### config.mk
export PLATFORM = sky130hd
export DESIGN_NAME = hspd_regs
export DESIGN_NICKNAME = d
export VERILOG_FILES = /design/src/rtl/hspd_pkg.sv /design/src/rtl/hspd_regs.sv
export SDC_FILE = /design/constraint.sdc
export NUM_CORES = 1
export LEC_CHECK = 0
export BUFFER_PORTS_ARGS = -buffer_cell sky130_fd_sc_hd__buf_2
export CAP_MARGIN = 15
export CELL_PAD_IN_SITES_DETAIL_PLACEMENT = 0
export CELL_PAD_IN_SITES_GLOBAL_PLACEMENT = 1
export CORE_ASPECT_RATIO = 1.75
export CORE_MARGIN = 2
export CORE_UTILIZATION = 27
export CTS_CLUSTER_DIAMETER = 120
export DETAILED_ROUTE_END_ITERATION = 16
export GPL_ROUTABILITY_DRIVEN = 0
export PLACE_DENSITY_LB_ADDON = 0.1
export SKIP_LAST_GASP = 1
export SYNTH_ARGS = -nofsm -noshare
export SYNTH_HDL_FRONTEND = slang
export SYNTH_SLANG_ARGS = --single-unit
### constraint.sdc
create_clock -name clk -period 1.48 [get_ports clk]
set_clock_uncertainty 0.2 [all_clocks]
set_input_delay 0.222 -clock clk [delete_from_list [all_inputs] [get_ports clk]]
set_output_delay 0.222 -clock clk [all_outputs]
set_load 0.02 [all_outputs]
### src/rtl/hspd_pkg.sv
// ----------------------------------------------------------------------------
// hspd_pkg
// Shared types and constants for the humidity sensor pulse decoder.
// ----------------------------------------------------------------------------
package hspd_pkg;

    localparam int WIDTH_W    = 8;
    localparam int FIELD_W    = 16;
    localparam int FRAME_W    = 40;
    localparam int BITCNT_W   = 6;
    localparam int WINDOW_W   = 3;
    localparam int APB_ADDR_W = 4;
    localparam int APB_DATA_W = 32;

    localparam logic [BITCNT_W-1:0] DATA_BITS = 6'd40;

    // input item codes
    localparam logic MODE_PULSE = 1'b0;
    localparam logic MODE_END   = 1'b1;

    // sign-magnitude temperature byte
    localparam logic [7:0] SIGN_MASK = 8'h80;
    localparam logic [7:0] MAG_MASK  = 8'h7f;

    // register reset values
    localparam logic [7:0]          ZERO_BORDER_RST   = 8'd100;
    localparam logic [7:0]          START_MIN_LEN_RST = 8'd150;
    localparam logic [WINDOW_W-1:0] START_WINDOW_RST  = 3'd4;
    localparam logic                NARROW_FORMAT_RST = 1'b0;

    typedef enum logic [1:0] {
        REG_ZERO_BORDER   = 2'd0,
        REG_START_MIN_LEN = 2'd1,
        REG_START_WINDOW  = 2'd2,
        REG_NARROW_FORMAT = 2'd3
    } reg_idx_t;

    typedef enum logic [1:0] {
        ST_OK       = 2'd0,
        ST_NO_START = 2'd1,
        ST_SHORT    = 2'd2,
        ST_CHECKSUM = 2'd3
    } status_t;

    typedef struct packed {
        logic [7:0]          zero_border;
        logic [7:0]          start_min_len;
        logic [WINDOW_W-1:0] start_window;
        logic                narrow_format;
    } cfg_t;

    typedef struct packed {
        logic [FIELD_W-1:0]        humidity;
        logic signed [FIELD_W-1:0] temperature;
        status_t                   status;
    } result_t;

endpackage

### src/rtl/hspd_regs.sv
// ----------------------------------------------------------------------------
// hspd_regs
// APB register file holding the decoder thresholds and output format.
// ----------------------------------------------------------------------------
module hspd_regs import hspd_pkg::*;
(
    input  logic                  clk,
    input  logic                  rst_n,
    input  logic                  psel,
    input  logic                  penable,
    input  logic                  pwrite,
    input  logic [APB_ADDR_W-1:0] paddr,
    input  logic [APB_DATA_W-1:0] pwdata,
    output logic [APB_DATA_W-1:0] prdata,
    output logic                  pready,
    output cfg_t                  cfg
);

    cfg_t     cfg_reg;
    cfg_t     cfg_next;
    reg_idx_t reg_idx;
    logic     wr_en;

    assign pready  = 1'b1;
    assign reg_idx = reg_idx_t'(paddr[3:2]);
    assign wr_en   = psel && penable && pwrite && pready;

    always_comb
    begin
        cfg_next = cfg_reg;
        if (wr_en)
        begin
            unique case (reg_idx)
                REG_ZERO_BORDER:   cfg_next.zero_border   = pwdata[7:0];
                REG_START_MIN_LEN: cfg_next.start_min_len = pwdata[7:0];
                REG_START_WINDOW:  cfg_next.start_window  = pwdata[WINDOW_W-1:0];
                REG_NARROW_FORMAT: cfg_next.narrow_format = pwdata[0];
            endcase
        end
    end

    always_ff @(posedge clk or negedge rst_n)
    begin
        if (!rst_n)
        begin
            cfg_reg.zero_border   <= ZERO_BORDER_RST;
            cfg_reg.start_min_len <= START_MIN_LEN_RST;
            cfg_reg.start_window  <= START_WINDOW_RST;
            cfg_reg.narrow_format <= NARROW_FORMAT_RST;
        end
        else
        begin
            cfg_reg <= cfg_next;
        end
    end

    always_comb
    begin
        unique case (reg_idx)
            REG_ZERO_BORDER:   prdata = {24'd0, cfg_reg.zero_border};
            REG_START_MIN_LEN: prdata = {24'd0, cfg_reg.start_min_len};
            REG_START_WINDOW:  prdata = {29'd0, cfg_reg.start_window};
            REG_NARROW_FORMAT: prdata = {31'd0, cfg_reg.narrow_format};
        endcase
    end

    assign cfg = cfg_reg;

endmodule

==> flow_summary.toml, run 1 <==
[clocking]
clockBufferDepth = 2
h-tree-depth = 1
cts_sinks = 20
cts-root-buf = "clkbuf_8"
clk_latency_ns = 0.25
cts_tree = "done"
cts_buffers = 3
clk_pin_slew_ns = 0.07

[layout]
fin_util_pct = 36.9
final-seq-area_um2 = 510
layout.nets = 192
antennaDiodeCount = 0
fillers = 454
finalNonFillerCells = 199
syn_to_final_growth_pct = 32.7
layout-drive-gt1-share_pct = 60.7
largest_reg_flops = 20
multi_input_area_um2 = 504
final_area_um2 = 1500

[logic_synthesis]
synthArstFlopShare_pct = 100
synthTopCellsByCount = "buf_4, mux2_2, dfrtp_1, dfstp_2, mux2i_1"
yosysUniqueCellTypes = 17
synthesis.area_um2 = 1130
ys_seq_area_share_pct = 45.0
synth_area_leader_cell = "dfrtp_1"
synth_edf_count = 0
yosysWarnings = 0
post-synth-top-count-cell = "buf_4"
synth_area_leaders = "dfrtp_1, mux2_2, dfstp_2, buf_4, mux2i_1"
avgSynthCellArea_um2 = 12.2
synth.top_cell.area_share_pct = 26.5
synth-main-ff-cell = "dfrtp_1"
synth_cells = 93
synth.ff_latch_count = 20

[grt]
grt_pass1_vias = 863
antenna_found_initial = 0
grt_max_degree = 21
grt_overflow = 0
grt_pass1_wl_um = 3960
track_usage_pct = 11.3

[hold_path]
min_to = "cfg[17]"
hp-start = "pwdata[5]"
hp-class = "in -> reg"
holdPathStages = 2

[power]
worst_ir_drop_vdd_mv = 0.718
p_switching_uw = 702
p_sw_share_pct = 35.4
intPower_mw = 1.28
p_leak_nw = 0.766
p_seq_share_pct = 40.0
p_comb_share_pct = 42.0
totalPowerFinal_mw = 1.98
p_clk_share_pct = 18.0
powerDensity_nw_per_um2 = 1320

[timing]
fin_crit_sh_pct = 114
max_freq_ghz = 0.592
rsz0062_at_grt = "true"
min_period_ns = 1.69
slew_viol_final = 0
setup_viol = 6
hold_viol = 0
whs_ns = 0.0119
final.setup.worst_slack_ns = -0.208

[floorplanning]
core_um2 = 4070
dieWidth_um = 53.0
io_pins = 94
start_util_pct = 27.8
die_h_um = 89.7
rows = 31
dieArea_um2 = 4750

[route]
routedWlPerCell_um = 12.8
via_count = 808
drc = 0
ant_nets = 0
wirelength_um = 2550
drtIter0Drc = 0
via_per_inst = 4.06
first_pass_iters = 1

[worst_setup_path]
crit_family = "multiplexers"
r2r_setup_slack_ns = 0.40
path_class = "reg -> out"
end_kind = "output pin"
start_kind = "flop"
reg2reg_to = "cfg[1]"
critPathArrivalTime_ns = 1.27
critPathSlowestCell = "mux4_2"
critical_path_peak_fanout = 2
max_stage_delay_ns = 0.49
path_cells = "mux4_2, buf_6"
critPathBufInv = 1
reg2reg_from = "cfg[1]"
r2r_cells = 2
worst_ep_required_time_ns = 1.06

[run]
maxCapViolCount = 0

[placement]
numPortBuffers = 42
place_inst = 187
dpl.hpwl_um = 2000
place_area_um2 = 1360

[run_status]
failed_checks = "setup timing"
outcome = "complete, but fails checks"
==> kinds of logic after synthesis <==
kind of cell / Yosys count / share of synthesized area, %
mux: 28 / 28.0
simple gates: 13 / 7.29
compound gates: 2 / 0.883
flops: 20 / 45.0
buf+inv: 28 / 18.1
other cells: 2 / 0.662
==> worst max path at each step <==
stage / startpoint / end / slack [ns] / depth (start not counted)
CTS: cfg[1] / prdata[0] / -0.23 / 2
finish: cfg[0] / prdata[0] / -0.21 / 2
global placement: paddr[2] / cfg[7] / -0.1 / 4
floorplan: cfg[2] / prdata[1] / 0.03 / 2
detailed placement: paddr[2] / cfg[4] / -0.10 / 4
global route: cfg[0] / prdata[0] / -0.26 / 2
==> routing by layer <==
layer  GRT usage [%]  vias to the layer above  wire, um
met5               0                        -         0
met4            4.49                        0        34
met3            1.50                        4       156
met2            20.9                       39      1480
met1            11.9                      387       877
li1                -                      378         -
==> what timing repair did <==
item	4_1_cts	5_1_grt
setup buffers	6	0
setup endpoints to repair	7	12
gates resized for setup	9	5
hold endpoints to repair	14	0
cloned	0	0
hold buffers	2	0
pin swaps	1	1
==> area by class of cell <==
class	count	area share (%)
well taps	49	4.08
multi-input cells	68	33.5
repair buffers	58	25.5
flip-flops and latches	20	33.9
clock buffers	4	3.00
==> power groups by stage <==
stage	Clock, mW	Sequential, mW	Combinational [mW]
after CTS	0.377	0.797	0.825
after detailed placement	0	0.818	0.727
after floorplan	0	0.967	0.347
after global routing	0.404	0.815	0.892
final	0.357	0.793	0.832
after global placement	0	0.810	0.721
==> stage by stage <==
step / setup WS [ns] / setup TNS (ns)
final: -0.208 / -0.424
after global routing: -0.255 / -0.826
after CTS: -0.231 / -0.539
after detailed placement: -0.100 / -0.828
after global placement: -0.0996 / -0.801
after floorplan: 0.0301 / 0
==> cell usage in the layout (no fill, tap or decap), drive strengths merged <==
cell type,netlist,routed
and2,1,1
dlygate4sd3,0,2
nor2b,1,1
mux4,1,1
mux2,20,20
nand3,1,1
dfstp,8,8
buf,28,56
nand3b,1,1
nor3b,1,1
mux2i,7,7
nand2,2,2
clkbuf,0,4
o21ai,2,2
and3,1,1
conb,2,25
nor2,5,5
dfrtp,12,12
Power figures use the tool's default switching activity.
==> run 2: changes to the inputs <==
--- a/config.mk
+++ b/config.mk
@@ -5,13 +5,14 @@
 export SDC_FILE = /design/constraint.sdc
 export NUM_CORES = 1
 export LEC_CHECK = 0
+export ABC_AREA = 1
 export BUFFER_PORTS_ARGS = -buffer_cell sky130_fd_sc_hd__buf_2
 export CAP_MARGIN = 15
 export CELL_PAD_IN_SITES_DETAIL_PLACEMENT = 0
 export CELL_PAD_IN_SITES_GLOBAL_PLACEMENT = 1
 export CORE_ASPECT_RATIO = 1.75
 export CORE_MARGIN = 2
-export CORE_UTILIZATION = 27
+export CORE_UTILIZATION = 25
 export CTS_CLUSTER_DIAMETER = 120
 export DETAILED_ROUTE_END_ITERATION = 16
 export GPL_ROUTABILITY_DRIVEN = 0
==> flow_summary.toml, run 2 <==
[route]
drc = 0
drtIter0Drc = 27
first_pass_iters = 4
ant_nets = 0
wirelength_um = 3110
via_per_inst = 3.92
via_count = 1022
routedWlPerCell_um = 11.9

[grt]
antenna_found_initial = 0
grt_pass1_vias = 971
grt_max_degree = 21
grt_pass1_wl_um = 4900
grt_overflow = 0
track_usage_pct = 12.0

[layout]
antennaDiodeCount = 0
layout.nets = 252
syn_to_final_growth_pct = 33.3
fillers = 520
layout-drive-gt1-share_pct = 32.4
layout_common_cells = "nand2_1, buf_2, conb_1"
largest_reg_flops = 20
final_common_cell = "nand2_1"

[power]
p_leak_nw = 0.904
worst_ir_drop_vdd_mv = 0.598
powerDensity_nw_per_um2 = 1170

[timing]
finalSetupTns_ns = 0
min_period_ns = 1.47
whs_ns = 0.0227
slew_viol_final = 0
setup_viol = 0
rsz0062_at_grt = "true"
hold_viol = 0
max_freq_ghz = 0.679
fin_crit_sh_pct = 99.4

[worst_setup_path]
reg2reg_to = "cfg[1]"
critical_path_peak_fanout = 3
worst_ep_required_time_ns = 1.06
end_kind = "output pin"
startpoint = "cfg[14]"
path_class = "reg -> out"
critPathArrivalTime_ns = 1.05
endpoint = "prdata[2]"
start_kind = "flop"
reg2reg_from = "cfg[1]"
r2r_cells = 3
r2r_setup_slack_ns = 0.56

[floorplanning]
rows = 32
dieArea_um2 = 5240
core_um2 = 4440
dieWidth_um = 55.6
start_util_pct = 26.2
io_pins = 94
die_h_um = 94.3

[logic_synthesis]
synth_area_leaders = "nand2_1, dfrtp_1, dfstp_2, buf_4, nor2_4"
ys_seq_area_share_pct = 43.8
yosysWarnings = 0
synthTopCellsByCount = "nand2_1, buf_4, dfrtp_1, dfstp_2, nand3_1"
synth_cells = 155
yosysUniqueCellTypes = 15
synth_edf_count = 0
avgSynthCellArea_um2 = 7.52
synth.ff_latch_count = 20
synthArstFlopShare_pct = 100
synthesis.area_um2 = 1160
synth_area_leader_cell = "nand2_1"
post-synth-top-count-cell = "nand2_1"
synth-main-ff-cell = "dfrtp_1"
synth.top_cell.area_share_pct = 27.7

[clocking]
cts_tree = "done"
h-tree-depth = 1
clk_latency_ns = 0.26
clk_pin_slew_ns = 0.08
cts_buffers = 3
cts-root-buf = "clkbuf_8"
cts_sinks = 20
clockBufferDepth = 2

[placement]
numPortBuffers = 42
dpl.hpwl_um = 2300

[hold_path]
hp-class = "in -> reg"

[run_status]
outcome = "completed"

[run]
maxCapViolCount = 0
==> run 2: power breakdown <==
| group | switching, mW | total, mW | internal (mW) |
|---|---|---|---|
| Clock | 0.179 | 0.371 | 0.191 |
| Combinational | 0.429 | 0.662 | 0.232 |
| Sequential | 0.0859 | 0.778 | 0.692 |
| Total | 0.694 | 1.81 | 1.12 |
==> run 2: critical path, cell delays in order, from the launching register on <==
cell	delay [ns]
dfstp_2	0.54
nand2_1	0.07
nand3_2	0.08
buf_6	0.11
==> run 2: how the worst min path moves through the flow <==
stage | to | start | cells after the start
after floorplan | cfg[0] | rst_n | 0
after global placement | cfg[0] | rst_n | 1
after detailed placement | cfg[12] | rst_n | 1
after CTS | cfg[1] | pwdata[0] | 3
after global routing | cfg[12] | pwdata[0] | 3
final | cfg[1] | pwdata[0] | 3
==> run 2: layer usage <==
| layer | up-vias | part of all wire (%) | wire length, um | GRT usage [%] |
|---|---|---|---|---|
| li1 | 529 | - | - | - |
| met1 | 462 | 38 | 1190 | 12.9 |
| met4 | 0 | 0.71 | 22 | 4.27 |
| met3 | 2 | 4.1 | 126 | 1.79 |
| met2 | 29 | 57 | 1770 | 23.1 |
| met5 | - | 0 | 0 | 0 |
==> run 2: through the flow <==
stage               area, um^2  util, %  total power, mW  std cells  setup slack, ns
floorplan                 1250        -             1.21        178            0.224
detailed placement        1370     30.7             1.39        248           0.0679
global placement          1370     30.7             1.38        248           0.0675
CTS                       1520     34.2             1.82        260          -0.0196
global route              1550     34.9             1.94        261          -0.0545
finish                    1550     34.9             1.81        261          0.00818
==> run 2: timing repair <==
action,4_1_cts,5_1_grt
endpoints found under the hold margin,27,0
setup endpoints to repair,6,8
gates resized for setup,10,7
hold buffers,8,0
setup buffers,0,1
pin swaps,1,7
==> run 2: final cells by class <==
cell class	count	area, um^2	share of cell area (%)
multi-input combinational	128	547	35.2
sequential	20	510	32.9
timing repair buffer	53	365	23.5
tap	51	63.8	4.11
clock buffer	4	45.0	2.90
inverter	5	21.3	1.37
==> run 2: kinds of logic after synthesis <==
kind of cell / synth area share [%]
AO/OA/AOI/OAI: 0.429
buffers and inverters: 17.7
flip-flops: 43.8
other: 0.645
AND/OR/NAND/NOR: 37.4
