<file path="config.mk">
export PLATFORM = sky130hd
export DESIGN_NAME = hspd_frame
export DESIGN_NICKNAME = d
export VERILOG_FILES = /design/src/rtl/hspd_pkg.sv /design/src/rtl/hspd_frame.sv
export SDC_FILE = /design/constraint.sdc
export NUM_CORES = 1
export LEC_CHECK = 0
export BUFFER_PORTS_ARGS = -buffer_cell sky130_fd_sc_hd__buf_2
export CORE_ASPECT_RATIO = 0.75
export CORE_MARGIN = 2
export CORE_UTILIZATION = 45
export CTS_BUF_LIST = sky130_fd_sc_hd__clkbuf_8
export DETAILED_ROUTE_END_ITERATION = 8
export GPL_ROUTABILITY_DRIVEN = 0
export PLACE_DENSITY = 0.66
export SLEW_MARGIN = 15
export SYNTH_ARGS = -nofsm -noshare
export SYNTH_HDL_FRONTEND = slang
export SYNTH_SLANG_ARGS = --single-unit
</file>
<file path="constraint.sdc">
create_clock -name clk -period 10.29 [get_ports clk]
set_input_delay 1.5435 -clock clk [delete_from_list [all_inputs] [get_ports clk]]
set_output_delay 1.5435 -clock clk [all_outputs]
set_load 0.05 [all_outputs]
</file>
<file path="src/rtl/hspd_pkg.sv">
// ----------------------------------------------------------------------------
// hspd_pkg
// Shared types and constants for the humidity sensor pulse decoder.
// ----------------------------------------------------------------------------
package hspd_pkg;

    localparam int WIDTH_W    = 8;
    localparam int FIELD_W    = 16;
    localparam int FRAME_W    = 40;
    localparam int BITCNT_W   = 6;
    localparam int WINDOW_W   = 3;
    localparam int APB_ADDR_W = 4;
    localparam int APB_DATA_W = 32;

    localparam logic [BITCNT_W-1:0] DATA_BITS = 6'd40;

    // input item codes
    localparam logic MODE_PULSE = 1'b0;
    localparam logic MODE_END   = 1'b1;

    // sign-magnitude temperature byte
    localparam logic [7:0] SIGN_MASK = 8'h80;
    localparam logic [7:0] MAG_MASK  = 8'h7f;

    // register reset values
    localparam logic [7:0]          ZERO_BORDER_RST   = 8'd100;
    localparam logic [7:0]          START_MIN_LEN_RST = 8'd150;
    localparam logic [WINDOW_W-1:0] START_WINDOW_RST  = 3'd4;
    localparam logic                NARROW_FORMAT_RST = 1'b0;

    typedef enum logic [1:0] {
        REG_ZERO_BORDER   = 2'd0,
        REG_START_MIN_LEN = 2'd1,
        REG_START_WINDOW  = 2'd2,
        REG_NARROW_FORMAT = 2'd3
    } reg_idx_t;

    typedef enum logic [1:0] {
        ST_OK       = 2'd0,
        ST_NO_START = 2'd1,
        ST_SHORT    = 2'd2,
        ST_CHECKSUM = 2'd3
    } status_t;

    typedef struct packed {
        logic [7:0]          zero_border;
        logic [7:0]          start_min_len;
        logic [WINDOW_W-1:0] start_window;
        logic                narrow_format;
    } cfg_t;

    typedef struct packed {
        logic [FIELD_W-1:0]        humidity;
        logic signed [FIELD_W-1:0] temperature;
        status_t                   status;
    } result_t;

endpackage

</file>
<file path="src/rtl/hspd_frame.sv">
// ----------------------------------------------------------------------------
// hspd_frame
// Capture state: start pulse search, 40-bit data shift, frame decode.
// ----------------------------------------------------------------------------
module hspd_frame import hspd_pkg::*;
#(
    parameter int MAX_CAPTURES = 45
)
(
    input  logic               clk,
    input  logic               rst_n,
    input  logic               item_go,
    input  logic               item_mode,
    input  logic [WIDTH_W-1:0] item_width,
    input  cfg_t               cfg,
    output result_t            result
);

    localparam int CAP_W = $clog2(MAX_CAPTURES + 1);
    localparam logic [CAP_W-1:0] CAP_LIMIT = CAP_W'(MAX_CAPTURES);

    logic [CAP_W-1:0]    capture_index_reg, capture_index_next;
    logic                start_found_reg, start_found_next;
    logic [BITCNT_W-1:0] bit_count_reg, bit_count_next;
    logic [FRAME_W-1:0]  bit_shift_reg, bit_shift_next;

    logic [7:0]          b0, b1, b2, b3, b4;
    logic [7:0]          sum8;
    logic [14:0]         mag;
    logic [FIELD_W-1:0]  mag16;

    // state update for one item
    always_comb
    begin
        capture_index_next = capture_index_reg;
        start_found_next   = start_found_reg;
        bit_count_next     = bit_count_reg;
        bit_shift_next     = bit_shift_reg;
        if (item_go)
        begin
            if (item_mode == MODE_END)
            begin
                capture_index_next = '0;
                start_found_next   = 1'b0;
                bit_count_next     = '0;
                bit_shift_next     = '0;
            end
            else if (capture_index_reg < CAP_LIMIT)
            begin
                capture_index_next = capture_index_reg + 1'b1;
                if (!start_found_reg)
                begin
                    if ((capture_index_reg < CAP_W'(cfg.start_window)) &&
                        (item_width > cfg.start_min_len))
                        start_found_next = 1'b1;
                end
                else if (bit_count_reg < DATA_BITS)
                begin
                    bit_shift_next = {bit_shift_reg[FRAME_W-2:0],
                                      (item_width > cfg.zero_border)};
                    bit_count_next = bit_count_reg + 1'b1;
                end
            end
        end
    end

    always_ff @(posedge clk or negedge rst_n)
    begin
        if (!rst_n)
        begin
            capture_index_reg <= '0;
            start_found_reg   <= 1'b0;
            bit_count_reg     <= '0;
            bit_shift_reg     <= '0;
        end
        else
        begin
            capture_index_reg <= capture_index_next;
            start_found_reg   <= start_found_next;
            bit_count_reg     <= bit_count_next;
            bit_shift_reg     <= bit_shift_next;
        end
    end

    // frame decode from the current state
    assign b0    = bit_shift_reg[39:32];
    assign b1    = bit_shift_reg[31:24];
    assign b2    = bit_shift_reg[23:16];
    assign b3    = bit_shift_reg[15:8];
    assign b4    = bit_shift_reg[7:0];
    assign sum8  = 8'(b0 + b1 + b2 + b3);
    assign mag   = cfg.narrow_format ? {8'd0, b2[6:0] & MAG_MASK[6:0]}
                                     : {b2[6:0] & MAG_MASK[6:0], b3};
    assign mag16 = {1'b0, mag};

    always_comb
    begin
        result.humidity    = '0;
        result.temperature = '0;
        priority if (!start_found_reg)
            result.status = ST_NO_START;
        else if (bit_count_reg < DATA_BITS)
            result.status = ST_SHORT;
        else if (sum8 != b4)
            result.status = ST_CHECKSUM;
        else
        begin
            result.status      = ST_OK;
            result.humidity    = cfg.narrow_format ? {8'd0, b0} : {b0, b1};
            result.temperature = ((b2 & SIGN_MASK) != 8'd0) ? FIELD_W'(~mag16 + 1'b1)
                                                            : mag16;
        end
    end

endmodule

</file>
==> results of run 1 <==
## report_power, final
part	switching [mW]	internal, mW	total, mW
combinational	0.0594	0.0321	0.0914
clock	0.0703	0.0547	0.125
sequential	0.0127	0.217	0.230
total	0.142	0.304	0.446
## worst max-delay path: cells and delay by family, from the launching register on
family	cells	cell delay [ps]
adders and majority gates	4	1690
buffers and inverters	3	350
AOI/OAI and AO/OA	1	440
DFF	1	450
and+or+nand+nor	3	1610
xor gates and xnor gates	2	300
## per-layer routing
layer / track usage / vias to the layer above
li1: - / 1636
met1: 0.3079 / 1626
met2: 0.3048 / 73
met3: 0.03322 / 6
met4: 0.03991 / 0
met5: 0 / -
## layout make-up
cell class / count / area, sq um / share of cell area
tap: 108 / 135.1 / 0.03001
sequential: 53 / 1326 / 0.2945
clock buffer: 6 / 82.58 / 0.01834
inverter: 37 / 138.9 / 0.03084
clock inverter: 2 / 13.76 / 0.003056
multi-input combinational: 318 / 2451 / 0.5443
timing repair buffer: 69 / 355.3 / 0.07891
## final timing paths
kind / from / to / slack (ps) / depth (start not counted)
max: bit_shift_reg[9] / result[13] / 3600 / 13
min: bit_count_reg[5] / bit_count_reg[5] / 510 / 2
max reg2reg: capture_index_reg[0] / bit_shift_reg[0] / 7880 / 9
min reg2reg: bit_count_reg[5] / bit_count_reg[5] / 510 / 2
max in group asynchronous: rst_n / start_found_reg / 8460 / 2
min in group asynchronous: rst_n / bit_shift_reg[0] / 1350 / 2
## stage by stage
step | hold slack (ps) | power [mW] | utilization
global route | 539.8 | 0.4727 | 0.5236
finish | 507.9 | 0.4461 | 0.5236
global placement | 473.9 | 0.3220 | 0.5124
detailed placement | 489.5 | 0.3253 | 0.5124
CTS | 510.2 | 0.4487 | 0.5236
floorplan | 456.3 | 0.2947 | -
## Yosys cell counts (2+ instances only)
cell type,instances,area (sq um)
nand3_1,7,35.03
clkbuf_1,19,71.32
mux2i_1,16,160.2
dfrtp_1,53,1326
o2111a_1,2,22.52
fa_1,14,280.3
or4_1,2,15.01
buf_6,2,22.52
inv_1,36,135.1
nand2b_1,5,31.28
a22o_1,41,359.1
nor4_1,11,68.82
nor2_1,39,146.4
a31oi_1,2,12.51
xor2_1,8,70.07
nor2b_1,3,18.77
xnor2_1,16,140.1
nand4_1,5,31.28
and3_1,2,12.51
a21oi_1,14,70.07
nand2_1,31,116.4
o21a_1,3,22.52
o2111ai_1,2,17.52
o211ai_1,3,22.52
or3_1,4,25.02
nor3_1,11,55.05
mux2_2,2,22.52
xnor3_1,2,45.04
a21o_1,6,45.04
ha_1,29,362.9
o21ai_0,22,110.1
buf_2,3,15.01
o31ai_1,4,30.03
and3b_1,2,17.52
buf_1,3,11.26
## cells by family after synthesis
logic type	Yosys count	synth area share
AO/OA/AOI/OAI	106	0.1905
XOR/XNOR	26	0.06320
adder cells (fa/ha/maj)	43	0.1592
buffers and inverters	65	0.06598
flip-flops	53	0.3284
multiplexers	18	0.04523
AND/OR/NAND/NOR	125	0.1475
## cells in the final DEF, fill, tap and decap left out, types with 3 or more instances in the layout
master    count
buf_2        65
dfrtp_1      53
a22o_1       41
nor2_1       39
inv_1        36
nand2_1      31
ha_1         29
o21ai_0      22
xnor2_1      16
mux2i_1      16
a21oi_1      14
fa_1         14
nor4_1       11
nor3_1       10
xor2_1        8
nand3_1       7
a21o_1        6
clkbuf_8      6
nand4_1       5
nand2b_1      5
or3_1         4
o31ai_1       4
buf_4         4
o21a_1        3
o211ai_1      3
nor2b_1       3
==> summary.txt, run 1 <==
Logic synthesis
  – Post-Syn Instances: 436
  – Total of warnings raised by yosys: 0
  – Avg Synthesized Cell Area: around 9.3 sq um
  – Primary FF master, synth: dfrtp_1
  – Register area share after synthesis: 0.3284
  – Number of register bits inferred by synthesis: 53
  – Number of library cell types mapped by synthesis: 47
  – Asr flop ratio synth: 1.000
  – Post-Syn Area: 0.004039 sq mm
  – Net count of the mapped netlist: 511
  – EDFF count, synth: 0

Power and ir drop
  – Static leakage: 2.281 nW
  – Maximum vdd drop: 0.05260 mV
  – Total power per unit cell area: 99.07 mW/mm^2

Timing
  – RSZ-0062 raised after global routing: no
  – Measured slew at the worst slew-check pin: 823.6 ps
  – Final setup vio count: 0
  – Clock period minus worst slack: roughly 6700 ps
  – Maximum clock rate: 149.4 MHz
  – Final Cycle Share: 0.6503
  – Final total negative setup slack: 0 ps
  – Number of max-slew violations in the final report: 0
  – Setup slack of the critical path after layout: 3598 ps
  – Hold Violations, Final: 0
  – Clock tree skew after final layout: roughly 5.5 ps
  – Worst-case headroom to the max-slew limit: 0.4509

Clock network
  – Total number of H-tree levels: 2
  – Root Driver: clkbuf_8
  – Source-to-sink clock delay at the later pin of the worst-skew pair: 310 ps
  – Quantity of gates resized following cts: 0
  – Clk slew on worst S/H paths: roughly 100 ps
  – Clock buffer depth: 2
  – Setup repair bufs after CTS: 0
  – TritonCTS Buffers: 5
  – TritonCTS Sinks: 53
  – Hold buffer count at CTS: 0
  – Clock tree from TritonCTS: done

Critical path
  – Master of the slowest instance on the critical path: or4_1
  – Launching element type of the critical path: flop
  – Cell repeated most along the worst path: fa_1
  – CP Cell Sequence: fa_1, inv_1, fa_1, inv_1, ha_1, fa_1, xnor2_1, xnor2_1, nor4_1, o2111ai_1, or4_1, and3b_1, buf_2
  – Crit path capture type: output pin
  – Required time worst endpoint: roughly 8800 ps
  – Classification of the worst setup path: reg -> out
  – CP max stage delay: around 940 ps
  – Worst Path Arrival: ~5200 ps
  – Worst Path Max Fanout: 23

Layout
  – Number of nets in the final layout: 559
  – Final Cell Area: 0.004503 sq mm
  – Max FFs per register: 40
  – Number of standard cells in the final layout excluding fillers: 593
  – Count of antenna diodes in the layout: 0
  – FILL cells: 804
  – Ratio of cells with drive above 1 in the final layout: 0.1670
  – Synthesis-to-layout area growth: 11.49%

GRT
  – Total global routing overflow: 0
  – Antenna violations before repair: 0
  – First-pass GRT wire length: ~16,000 um
  – Combined global-route utilization of all metal layers: 0.2020
  – Vias in the first global route: 3,146
  – Maximum number of pins on one net before global-route repair: 54

Placement
  – Final HPWL DP: 6753 um
  – Cell Count Post-Placement: 585
  – Post-place setup slack: 3940 ps
  – Area of placed instances: 0.004407 sq mm
  – Number of buffers inserted by port buffering: 65

Floorplanning
  – Die W: approximately 110 um
  – Count of boundary I/O pins: 66
  – Height of the chip: 86.05 um
  – Initial cell density of the core: 0.4697
  – Row cnt: 29
  – Area of the die: 0.009757 sq mm
  – Core area: 0.008600 sq mm

Hold path
  – Tightest Hold Check Type: reg -> reg

Outcome
  – Status: completed

Drt
  – Met3 wire length: between 400 and 500 um
  – Number of vias after detailed routing: around 3,300
  – DRT iter0 DRCs: ~220
  – Wire length the detailed router placed on met1: 4525 um
  – Amount of wire on met2 after detailed routing: approximately 4200 um
  – Routed WL: 9248 um
  – Remaining design rule violation count: 0
  – Post-detailed-route via-to-cell ratio: 5.634
  – Remaining antenna violation count after routing: 0
  – First-pass DRT Iterations: 4
  – Highest Signal Layer: met4
  – Detail-routed net length per standard cell: 15.60 um

Job
  – Maximum Capacitance Violations: 0
Power figures use the tool's default switching activity.
==> run 2: changes to the inputs <==
--- a/config.mk
+++ b/config.mk
@@ -12,7 +12,7 @@
 export CTS_BUF_LIST = sky130_fd_sc_hd__clkbuf_8
 export DETAILED_ROUTE_END_ITERATION = 8
 export GPL_ROUTABILITY_DRIVEN = 0
-export PLACE_DENSITY = 0.66
+export PLACE_DENSITY = 0.68
 export SLEW_MARGIN = 15
 export SYNTH_ARGS = -nofsm -noshare
 export SYNTH_HDL_FRONTEND = slang
==> constraint.sdc (replaced) <==
create_clock -name clk -period 5.4 [get_ports clk]
set_input_delay 0.81 -clock clk [delete_from_list [all_inputs] [get_ports clk]]
set_output_delay 0.81 -clock clk [all_outputs]
set_load 0.05 [all_outputs]
==> summary.txt, run 2 (synthesized netlist as in run 1, its figures left out) <==
Outcome
  – Status: completed

GRT
  – Total global routing overflow: 0
  – Grt met1 use: 0.3062
  – Combined global-route utilization of all metal layers: 0.2021
  – Met3 layer usage reported by global route: 0.03816
  – Vias in the first global route: ~3,200
  – Maximum number of pins on one net before global-route repair: 54
  – Antenna violations before repair: 0
  – Busiest metal layer after global routing: met1
  – Global Route met2 Usage: 0.2923
  – First-pass GRT wire length: 15,700 um

Layout
  – Number of standard cells in the final layout excluding fillers: between 500 and 600
  – Final Cell Area: 0.004554 sq mm
  – Max FFs per register: 40
  – Synthesis-to-layout area growth: 12.76%
  – Multi-input combinational cell area: 0.002457 sq mm
  – Most frequent cells in the layout: buf_2 (62), dfrtp_1 (51), a22o_1 (41), nor2_1 (39), inv_1 (36)
  – Sequential cell area in the final layout: between 0.001 and 0.0015 sq mm
  – Count of antenna diodes in the layout: 0
  – Number of nets in the final layout: 563
  – Most common cell after layout, fill and taps aside: buf_2
  – FILL cells: ~800
  – Ratio of cells with drive above 1 in the final layout: 0.1800

Clock network
  – Clk slew on worst S/H paths: 110 ps
  – Source-to-sink clock delay at the later pin of the worst-skew pair: between 300 and 400 ps
  – Clock buffer depth: 2
  – Total number of H-tree levels: 2
  – Root Driver: clkbuf_8
  – TritonCTS Buffers: 5
  – Setup repair bufs after CTS: 0
  – Clock tree from TritonCTS: done
  – TritonCTS Sinks: 53

Timing
  – Final setup vio count: 0
  – Worst-case headroom to the max-slew limit: 0.4400
  – Setup slack of the critical path after layout: 268.0 ps
  – Clock period minus worst slack: 5132 ps
  – RSZ-0062 raised after global routing: no
  – Maximum clock rate: 194.9 MHz
  – Measured slew at the worst slew-check pin: 834.0 ps
  – Final total negative setup slack: 0 ps
  – Clock tree skew after final layout: 14.25 ps
  – Number of max-slew violations in the final report: 0
  – Hold Violations, Final: 0
  – Final Cycle Share: 0.9504

Power and ir drop
  – Relative contribution of combinational cells to total power: 0.205
  – Portion of total power attributed to sequential cells: 0.508
  – Sw Ratio: 0.3336
  – Post-layout total power: 0.8612 mW
  – Maximum vdd drop: 0.1129 mV
  – Total power per unit cell area: 189.1 mW/mm^2
  – Pint: 0.5739 mW
  – Switch Pwr: about 0.29 mW
  – Static leakage: approximately 2.3 nW
  – Power share of the clock group: 0.287

Critical path
  – Worst Path Arrival: 4320 ps
  – Master of the slowest instance on the critical path: fa_1
  – Required time worst endpoint: 4590 ps
  – WP buf/inv: 4
  – CP max stage delay: 540 ps
  – Crit path capture type: output pin
  – Launching element type of the critical path: flop
  – Cell repeated most along the worst path: fa_1
  – CP Cell Sequence: fa_1, inv_1, fa_1, inv_1, ha_1, fa_1, xor2_1, nor4_2, o2111ai_1, or4_1, buf_6, nor3_1, buf_4
  – Top Family by Delay on Critical Path: adder cells
  – Classification of the worst setup path: reg -> out
  – Worst Path Max Fanout: 23

Floorplanning
  – Row cnt: 29
  – Count of boundary I/O pins: between 60 and 70
  – Area of the die: 0.009757 sq mm
  – Height of the chip: approximately 86 um
  – Initial cell density of the core: 0.4697
  – Die W: about 110 um
  – Core area: 0.008600 sq mm

Drt
  – First-pass DRT Iterations: 5
  – Detail-routed net length per standard cell: 15.46 um
  – Remaining antenna violation count after routing: 0
  – DRT iter0 DRCs: 189
  – Remaining design rule violation count: 0
  – Post-detailed-route via-to-cell ratio: 5.538
  – Routed WL: 9229 um
  – Number of vias after detailed routing: 3,306

Job
  – Maximum Capacitance Violations: 0

Hold path
  – Tightest Hold Check Type: reg -> reg

Placement
  – Area of placed instances: 0.004437 sq mm
  – Post-place setup slack: 399.4 ps
  – Final HPWL DP: 6694 um
  – Cell Count Post-Placement: 589
  – Number of buffers inserted by port buffering: 65
-- run 2: cell count changes in the layout (fill, tap and decap cells not counted), moves of 2 or more --
cell / before / now
buf_2: 65 / 62
clkbuf_4: 0 / 2
dfrtp_1: 53 / 51
buf_4: 4 / 8
dfrtp_2: 0 / 2
-- run 2: layout make-up --
type,count,share of cell area
inverters,37,0.03049
well taps,108,0.02967
clock inverters,3,0.006319
multi-input cells,318,0.5396
repair buffers,73,0.08709
flip-flops and latches,53,0.2918
clock buffers,5,0.01511
-- run 2: worst paths after layout --
| path | cells past startpoint | slack (ps) | start | end |
|---|---|---|---|---|
| setup / recovery | 13 | 270 | bit_shift_reg[9] | result[12] |
| hold / removal | 2 | 520 | bit_count_reg[5] | bit_count_reg[5] |
| setup reg to reg | 9 | 2940 | capture_index_reg[0] | bit_shift_reg[0] |
| hold reg to reg | 2 | 520 | bit_count_reg[5] | bit_count_reg[5] |
| max in group asynchronous | 2 | 4310 | rst_n | bit_shift_reg[9] |
| min in group asynchronous | 2 | 570 | rst_n | bit_count_reg[2] |
-- run 2: power by group through the flow --
stage	clock (mW)	sequential [mW]	combinational, mW
2_1_floorplan	0	0.438	0.124
4_1_cts	0.250	0.437	0.176
5_1_grt	0.264	0.441	0.201
3_5_place_dp	0	0.445	0.176
6_report	0.247	0.437	0.177
3_3_place_gp	0	0.444	0.171
-- run 2: metal layers --
| metal | wire, um | part of all wire | up-vias |
|---|---|---|---|
| met2 | 3954 | 0.43 | 78 |
| met3 | 504 | 0.055 | 13 |
| li1 | - | - | 1648 |
| met4 | 149 | 0.016 | 0 |
| met5 | 0 | 0 | - |
| met1 | 4622 | 0.50 | 1567 |
-- run 2: timing repair --
| item | CTS | global route |
|---|---|---|
| gates resized for setup | 0 | 8 |
| endpoints found under the setup margin | 0 | 23 |
| hold buffers | 0 | 0 |
-- run 2: metrics by stage --
step / hold slack (ps) / util
6_report: 517.2 / 0.5296
5_1_grt: 536.0 / 0.5296
4_1_cts: 518.4 / 0.5273
3_5_place_dp: 492.5 / 0.5159
3_3_place_gp: 477.5 / 0.5159
2_1_floorplan: 456.3 / -
-- run 2: worst reg2reg max path, stage by stage (launching register included) --
cell     delay (ps)
dfrtp_1         440
inv_1           110
ha_1            140
and3b_1         160
o21ai_0         300
nand2_1         340
nor3_2          180
buf_4           420
o21a_1          190
a22o_1          120
==> run 3: changes to the inputs <==
--- a/config.mk
+++ b/config.mk
@@ -5,7 +5,7 @@
 export SDC_FILE = /design/constraint.sdc
 export NUM_CORES = 1
 export LEC_CHECK = 0
-export BUFFER_PORTS_ARGS = -buffer_cell sky130_fd_sc_hd__buf_2
+export BUFFER_PORTS_ARGS = -buffer_cell sky130_fd_sc_hd__buf_4
 export CORE_ASPECT_RATIO = 0.75
 export CORE_MARGIN = 2
 export CORE_UTILIZATION = 45
==> summary.txt, run 3 (synthesized netlist as in run 1, its figures left out) <==
Placement
  – Cell Count Post-Placement: 588
  – Area of placed instances: 0.004592 sq mm
  – Final HPWL DP: between 6000 and 7000 um
  – Number of buffers inserted by port buffering: 65

Drt
  – Remaining design rule violation count: 0
  – First-pass DRT Iterations: 5
  – Remaining antenna violation count after routing: 0
  – Number of vias after detailed routing: between 3,000 and 4,000
  – Detail-routed net length per standard cell: 16.01 um
  – DRT iter0 DRCs: 287
  – Routed WL: approximately 9500 um
  – Post-detailed-route via-to-cell ratio: 5.676

Clock network
  – Hold buffer count at CTS: 0
  – Source-to-sink clock delay at the later pin of the worst-skew pair: 320 ps
  – Clock tree from TritonCTS: done
  – TritonCTS Buffers: 5
  – Quantity of gates resized following cts: 0
  – Total number of H-tree levels: 2
  – Setup repair bufs after CTS: 0
  – Clk slew on worst S/H paths: 110 ps
  – TritonCTS Sinks: 53
  – Root Driver: clkbuf_8
  – Clock buffer depth: 2

Timing
  – RSZ-0062 raised after global routing: no
  – Final total negative setup slack: 0 ps
  – Final setup vio count: 0
  – Hold_ws: approximately 510 ps
  – Clock period minus worst slack: 5104 ps
  – Hold Violations, Final: 0
  – Worst-case headroom to the max-slew limit: 0.4771
  – Number of max-slew violations in the final report: 0
  – Measured slew at the worst slew-check pin: 778.7 ps
  – Maximum clock rate: 195.9 MHz
  – Final Cycle Share: 0.9452
  – Clock tree skew after final layout: roughly 6.4 ps

GRT
  – Global Route met2 Usage: 0.3032
  – Busiest metal layer after global routing: met1
  – Met3 layer usage reported by global route: 0.02686
  – First-pass GRT wire length: 15,850 um
  – Vias in the first global route: 3,167
  – Maximum number of pins on one net before global-route repair: 54
  – Antenna violations before repair: 0
  – Grt met1 use: 0.3125
  – Total global routing overflow: 0
  – Combined global-route utilization of all metal layers: 0.2012

Critical path
  – Top Family by Delay on Critical Path: adder cells
  – Worst Path Arrival: 4290 ps
  – Launching element type of the critical path: flop
  – CP Cell Sequence: fa_1, inv_1, fa_1, inv_1, ha_1, fa_1, xnor2_2, xnor2_1, nor4_2, o2111ai_1, or4_1, buf_6, nor3_1, buf_4
  – Required time worst endpoint: approximately 4600 ps
  – Master of the slowest instance on the critical path: fa_1
  – WP buf/inv: 4
  – CP max stage delay: 540 ps
  – Worst Path Max Fanout: 23
  – Crit path capture type: output pin
  – Cell repeated most along the worst path: fa_1
  – Classification of the worst setup path: reg -> out

Floorplanning
  – Initial cell density of the core: 0.4697
  – Count of boundary I/O pins: 66
  – Height of the chip: between 80 and 90 um
  – Die W: 113.4 um
  – Area of the die: 0.009757 sq mm
  – Row cnt: 29
  – Core area: 0.008600 sq mm

Layout
  – Max FFs per register: 40
  – Synthesis-to-layout area growth: 17.10%
  – Count of antenna diodes in the layout: 0
  – FILL cells: 785
  – Final Cell Area: 0.004730 sq mm
  – Most common cell after layout, fill and taps aside: buf_4
  – Multi-input combinational cell area: 0.002465 sq mm
  – Ratio of cells with drive above 1 in the final layout: 0.1783
  – Number of nets in the final layout: 562
  – Most frequent cells in the layout: buf_4 (71), dfrtp_1 (52), a22o_1 (41), nor2_1 (39), inv_1 (36)
  – Number of standard cells in the final layout excluding fillers: around 600
  – Sequential cell area in the final layout: approximately 0.0013 sq mm

Power and ir drop
  – Post-layout total power: 0.9165 mW
  – Maximum vdd drop: 0.1261 mV
  – Static leakage: 2.332 nW
  – Total power per unit cell area: 193.8 mW/mm^2

Outcome
  – Status: completed

Hold path
  – Tightest Hold Check Type: in -> async

Job
  – Maximum Capacitance Violations: 0
[run 3: worst paths after layout]
path / start / endpoint / slack (ps) / cells past startpoint
setup / recovery: bit_shift_reg[9] / result[12] / 300 / 14
hold / removal: rst_n / bit_count_reg[5] / 510 / 1
setup reg to reg: capture_index_reg[0] / bit_shift_reg[0] / 2910 / 9
hold reg to reg: capture_index_reg[5] / capture_index_reg[5] / 540 / 2
max in group asynchronous: rst_n / bit_shift_reg[17] / 4390 / 1
min in group clk: capture_index_reg[5] / capture_index_reg[5] / 540 / 2
[run 3: worst register-to-register path, cell delays in order (launching register included)]
cell     delay [ps]
dfrtp_1         430
inv_1           110
ha_1            150
and3b_1         170
o21ai_0         290
nand2_1         350
nor3_2          190
buf_4           420
o21a_1          210
a22o_1          120
[run 3: where the power goes]
| group | switching [mW] | internal (mW) |
|---|---|---|
| sequential | 0.0233 | 0.413 |
| combinational | 0.115 | 0.0723 |
| clock | 0.150 | 0.142 |
[run 3: cell type report]
| cell class | instances | share of cell area |
|---|---|---|
| multi-input combinational | 318 | 0.5212 |
| sequential | 53 | 0.2807 |
| timing repair buffer | 72 | 0.1151 |
| inverter | 37 | 0.02937 |
| tap | 108 | 0.02857 |
| clock buffer | 5 | 0.01455 |
| clock inverter | 3 | 0.01058 |
[run 3: metal layers]
metal	up-vias	wire length, um
li1	1647	-
met1	1647	4819
met2	85	4279
met3	4	388
met4	0	51
met5	-	0
[run 3: metrics by stage]
step / setup slack (ps) / utilization
after CTS: 126.5 / 0.5478
after global placement: 663.8 / 0.5340
after floorplan: 92.29 / -
final: 296.1 / 0.5500
after global routing: 44.65 / 0.5500
after detailed placement: 503.3 / 0.5340
